**config.mk**
```make
export PLATFORM = sky130hd
export DESIGN_NAME = ioj_cell
export DESIGN_NICKNAME = d
export VERILOG_FILES = /design/src/hdl/ioj_pkg.sv /design/src/hdl/ioj_cell.sv
export SDC_FILE = /design/constraint.sdc
export NUM_CORES = 2
export LEC_CHECK = 0
export ABC_AREA = 1
export BUFFER_PORTS_ARGS = -buffer_cell sky130_fd_sc_hd__clkbuf_2
export CORE_MARGIN = 8
export CORE_UTILIZATION = 29
export CTS_CLUSTER_DIAMETER = 200
export CTS_CLUSTER_SIZE = 16
export DETAILED_ROUTE_END_ITERATION = 12
export PLACE_DENSITY = 0.45
export SLEW_MARGIN = 20
export SYNTH_ARGS = -nofsm -noshare
export SYNTH_HDL_FRONTEND = slang
export SYNTH_SLANG_ARGS = --single-unit
export TNS_END_PERCENT = 50
```
**constraint.sdc**
```tcl
create_clock -name clk_i -period 14 [get_ports clk_i]
set_clock_uncertainty 0.05 [all_clocks]
set_input_delay 0.7 -clock clk_i [delete_from_list [all_inputs] [get_ports clk_i]]
set_output_delay 0.7 -clock clk_i [all_outputs]
set_load 0.02 [all_outputs]
```
**src/hdl/ioj_pkg.sv**
```systemverilog
package ioj_pkg;

  // Width of the result index field on the output channel.
  localparam int unsigned IDX_BITS = 6;
  localparam int unsigned STATUS_BITS = 3;
  localparam int unsigned CFG_IDX_BITS = 3;

  // Input word modes.
  typedef enum logic [1:0] {
    MODE_LOAD  = 2'd0,
    MODE_QUERY = 2'd1,
    MODE_CLEAR = 2'd2,
    MODE_NONE  = 2'd3
  } mode_e;

  // Result word status codes.
  typedef enum logic [STATUS_BITS-1:0] {
    ST_MATCH   = 3'd0,
    ST_NOMATCH = 3'd1,
    ST_LOADED  = 3'd2,
    ST_FULL    = 3'd3,
    ST_CLEARED = 3'd4
  } status_e;

  // Configuration register indexes.
  typedef enum logic [CFG_IDX_BITS-1:0] {
    REG_MATCH_MODE      = 3'd0,
    REG_QUERY_RATE_ON   = 3'd1,
    REG_QUERY_RATE      = 3'd2,
    REG_SUBJECT_RATE_ON = 3'd3,
    REG_SUBJECT_RATE    = 3'd4
  } reg_e;

  // Commands broadcast from the sequencer to every cell.
  typedef struct packed {
    logic load;
    logic clear;
    logic calc_thr;
  } cell_ctrl_t;

endpackage

```
**src/hdl/ioj_cell.sv**
```systemverilog
module ioj_cell #(
  parameter int unsigned COORD_BITS     = 30,
  parameter int unsigned RATE_FRAC_BITS = 16
) (
  input  logic                        clk_i,
  input  logic                        rst_ni,
  input  ioj_pkg::cell_ctrl_t         ctrl_i,
  input  logic                        prev_vld_i,
  input  logic [COORD_BITS-1:0]       prev_start_i,
  input  logic [COORD_BITS-1:0]       prev_end_i,
  input  logic [COORD_BITS-1:0]       bus_start_i,
  input  logic [COORD_BITS-1:0]       bus_end_i,
  input  logic [COORD_BITS+1:0]       qthr_i,
  input  logic                        qinf_i,
  input  logic [RATE_FRAC_BITS+1:0]   srate_i,
  input  logic                        s_on_i,
  input  logic                        any_mode_i,
  output logic                        vld_o,
  output logic [COORD_BITS-1:0]       start_o,
  output logic [COORD_BITS-1:0]       end_o,
  output logic                        hit_o
);

  localparam int unsigned THR_W  = COORD_BITS + 2;
  localparam int unsigned PROD_W = COORD_BITS + RATE_FRAC_BITS + 2;

  logic                  vld_q, vld_d;
  logic [COORD_BITS-1:0] start_q, start_d, end_q, end_d;
  logic [THR_W-1:0]      sthr_q;
  logic [COORD_BITS-1:0] len;
  logic [PROD_W-1:0]     prod;
  logic                  prev_gt, self_gt;
  logic [COORD_BITS-1:0] lo, hi, ov;
  logic [THR_W-1:0]      thr;
  logic                  rate_hit;

  // Sorted insert: shift right where the left neighbor starts later.
  // The new word lands only in the cell right after the last start that is not larger,
  // so it needs a filled left neighbor.
  always_comb begin
    prev_gt = prev_vld_i && (prev_start_i > bus_start_i);
    self_gt = !vld_q || (start_q > bus_start_i);
    vld_d   = vld_q;
    start_d = start_q;
    end_d   = end_q;
    if (ctrl_i.clear) begin
      vld_d = 1'b0;
    end else if (ctrl_i.load) begin
      if (prev_gt) begin
        vld_d   = 1'b1;
        start_d = prev_start_i;
        end_d   = prev_end_i;
      end else if (self_gt && prev_vld_i) begin
        vld_d   = 1'b1;
        start_d = bus_start_i;
        end_d   = bus_end_i;
      end
    end
  end

  always_ff @(posedge clk_i or negedge rst_ni) begin
    if (!rst_ni) begin
      vld_q <= 1'b0;
    end else begin
      vld_q <= vld_d;
    end
  end

  always_ff @(posedge clk_i) begin
    start_q <= start_d;
    end_q   <= end_d;
  end

  // Subject threshold, registered ahead of the compare.
  always_comb begin
    len  = (end_q >= start_q) ? (end_q - start_q) : '0;
    prod = PROD_W'(len) * PROD_W'(srate_i);
  end

  always_ff @(posedge clk_i) begin
    if (ctrl_i.calc_thr) begin
      sthr_q <= prod[PROD_W-1:RATE_FRAC_BITS];
    end
  end

  // Overlap compare against the query on the bus.
  always_comb begin
    lo = (start_q > bus_start_i) ? start_q : bus_start_i;
    hi = (end_q < bus_end_i) ? end_q : bus_end_i;
    ov = hi - lo;
    if (qinf_i) begin
      thr = sthr_q;
    end else if (!s_on_i) begin
      thr = qthr_i;
    end else begin
      thr = (qthr_i < sthr_q) ? qthr_i : sthr_q;
    end
    rate_hit = !(qinf_i && !s_on_i) && (hi >= lo) && (THR_W'(ov) >= thr);
    hit_o = vld_q && (start_q <= bus_end_i) &&
            (any_mode_i ? (end_q >= bus_start_i) : rate_hit);
  end

  assign vld_o   = vld_q;
  assign start_o = start_q;
  assign end_o   = end_q;

endmodule

```
==> flow_metrics.tcl <==
set metrics [dict create \
    status "finished clean" \
    clk_latency_ps 390 \
    ir_drop_mv 0.308 \
    ff2ff_path_depth 37 \
    p_int_mw 3.06 \
    synth_nets 4987 \
    grt_overflow 0 \
    crit_path_max_incr_delay_ps 810 \
    cp_common_cell "inv_1" \
    netlist.area_leader.share_pct 29.6 \
    synthFlopType "edfxtp_1" \
    die_h_um 339 \
    drc 0 \
    io_pins 241 \
    post-dp-hpwl_mm 98.5 \
    grt_start_max_net_pins 91 \
    fin_setup_tns_ps 0 \
    drt-total-wl_mm 118 \
    ctsResizeCount 0 \
    wire_per_inst_um 21.5 \
    fp-row-count 118 \
    ant_nets 0 \
    slew_violations 0 \
    grt_pass1_wl_mm 178 \
    synth_top_family_by_area "adder cells" \
    pwr-share-comb_pct 89.0 \
    synth_area_leaders "fa_1 (30%), ha_1 (16%), inv_1 (11%), edfxtp_1 (9.1%), nand2_1 (8.1%)" \
    worst-slew-pin-transition_ps 1120 \
    fin_crit_ps 10290 \
    cts_tree "done" \
    layout_commonest_cell "inv_1" \
    vias 27100 \
    powerDensity_mw_per_mm2 246 \
    clockRootBuffer "clkbuf_16" \
    clock-sinks 93 \
    clk_pin_slew_ps 90 \
    post_cts_buffers 0 \
    synth-adder-area-share_pct 45.6 \
    synth-simple-area-share_pct 19.6 \
    yosysSeqAreaShare_pct 9.19 \
    fmax_mhz 97.2 \
    drv_cap 0 \
    critPathLaunchType "flop" \
    cts_hold_buf 0 \
    p_clk_share_pct 3.4 \
    numPortBuffers 240 \
    drt_iter0_drc 1962 \
    grt_antenna_before_repair 5 \
    sw_frac_of_total_pct 62.2 \
    final_core_util_pct 31.8 \
    setup_viol 0 \
    final_cell_mix "inv_1 (857), nand2_1 (650), fa_1 (448), nor2_1 (442), ha_1 (389)" \
    ys_types 53 \
    synthMuxAreaShare_pct 0 \
    firstDrtPassIters 5 \
    drive_gt1_share_pct 7.83 \
    grt_use_total_pct 20.0 \
    grt_setup_unrepaired "false" \
    netlist_area_mm2 0.0303 \
    coreArea_mm2 0.104 \
    fin_area_mm2 0.0330 \
    vias_per_cell 4.93 \
    numCtsBuffers 9 \
    ctsHtreeMaxLevel 3 \
    synth_xor_area_share_pct 2.19 \
    initial_core_util_pct 29.3 \
    syn_avg_cell_area_um2 7.64 \
    arrival_ps 10380 \
    layout.nets 5122 \
    timing_hold_violations_final 0 \
    switchingPower_mw 5.04 \
    area_delta_synth_final_pct 8.78 \
    yosysWarnings 0 \
    seqPwrFrac_pct 7.6 \
    slew_headroom_pct 24.8 \
    first_global_vias 27800 \
    design.die.area_mm2 0.115 \
    ys_async_sr_fraction_pct 1.08 \
    hp-class "primary input to asynchronous set/reset pin" \
    gp_congestion 0.939 \
    cts.path.max_buffers 2 \
    synth.ff_latch_count 93 \
    synth_edf_count 92 \
    min_period_over_period_pct 73.5 \
    die_w_um 339 \
    synth_compound_area_share_pct 10.4 \
    crit_path_end_kind "flop" \
    worst_path_max_delay_cell "buf_4" \
    crit_fanout 90 \
    crit_type "flop to flop" \
    dpl-instance-area_mm2 0.0327 \
    syn_inst 3971 \
    crit_required_ps 14090 \
    leakage_nw 17.2 \
    whs_ps 25.0 \
    yosys.area.top_type "fa_1" \
]
[power by group through the flow]
stage	registers (mW)	logic [mW]	clock network, mW
final	0.615	7.21	0.278
after global routing	0.621	8.00	0.295
after CTS	0.616	7.15	0.286
after detailed placement	0.623	7.11	0
after global placement	0.622	7.15	0
after floorplan	0.612	4.56	0
[critical path, delay by kind of cell, from the launching register on]
| kind | cells | cell delay, ps |
|---|---|---|
| xor+xnor | 1 | 150 |
| compound gates | 5 | 870 |
| buf+inv | 9 | 2330 |
| simple gates | 14 | 2170 |
| flops | 1 | 470 |
| fa+ha+maj | 8 | 3880 |
[metal layers]
layer | track usage, % | wire [um]
met5 | 0 | 23
met4 | 3.16 | 1590
met3 | 2.43 | 6560
met2 | 32.6 | 53800
met1 | 28.8 | 56300
[metrics by stage]
stage                     setup WS (ps)  instances  total power [mW]
after floorplan                    6350       3971              5.18
after global placement             3970       5475              7.77
after detailed placement           3900       5475              7.73
after CTS                          3870       5490              8.05
after global routing               3140       5490              8.91
final                              3710       5491              8.10
[flip-flops by register name, summed over array words and instances (netlist names)]
name and count:
sthr_q 32, end_o 30, start_o 30, vld_o 1
[Yosys cell counts, types with 2 or more instances]
library cell	instances
ha_1	389
buf_6	15
nor2_1	442
o211ai_1	11
o2111ai_1	4
o31ai_1	6
o21ai_0	143
buf_4	12
buf_1	9
xnor2_1	25
o21bai_1	8
nand2_2	8
buf_2	16
edfxtp_1	92
nand4_1	106
nand3_2	5
nand2_4	7
a21oi_1	316
a21o_1	18
nand3b_1	2
nor4_1	16
nand3_1	112
o221a_2	2
nand2_1	652
buf_12	2
a221oi_1	2
inv_2	4
inv_1	859
nor3_1	30
o21ai_2	2
fa_1	448
or2_2	10
o21ai_1	2
o221ai_1	8
o21a_1	19
a21boi_0	4
xor2_1	51
a211oi_1	3
a31oi_1	19
clkbuf_1	78
nand3_4	2
[kinds of logic (layout without fill, tap and decap cells)]
group | Yosys count | count (layout)
and+or+nand+nor | 1397 | 1397
buffers and inverters | 995 | 1134
adders and majority gates | 837 | 837
AOI/OAI and AO/OA | 573 | 573
DFF | 93 | 93
xor gates and xnor gates | 76 | 76
other | 0 | 1
[layout make-up]
cell class	instances	area [um^2]
antenna	1	2.50
clock buffer	9	225
clock inverter	6	71.3
fill	11400	70700
inverter	863	3240
multi-input combinational	2883	23600
sequential	93	2790
tap	1380	1730
timing repair buffer	256	1320
[worst paths after layout]
kind	startpoint	to	slack (ps)
setup / recovery	start_o[12]	sthr_q[14]	3710
hold / removal	rst_ni	vld_o	20
setup reg to reg	start_o[12]	sthr_q[14]	3710
hold reg to reg	vld_o	vld_o	580
max in group asynchronous	rst_ni	vld_o	13790
min in group clk_i	ctrl_i[1]	vld_o	510
(Power assumes the default switching activity.)
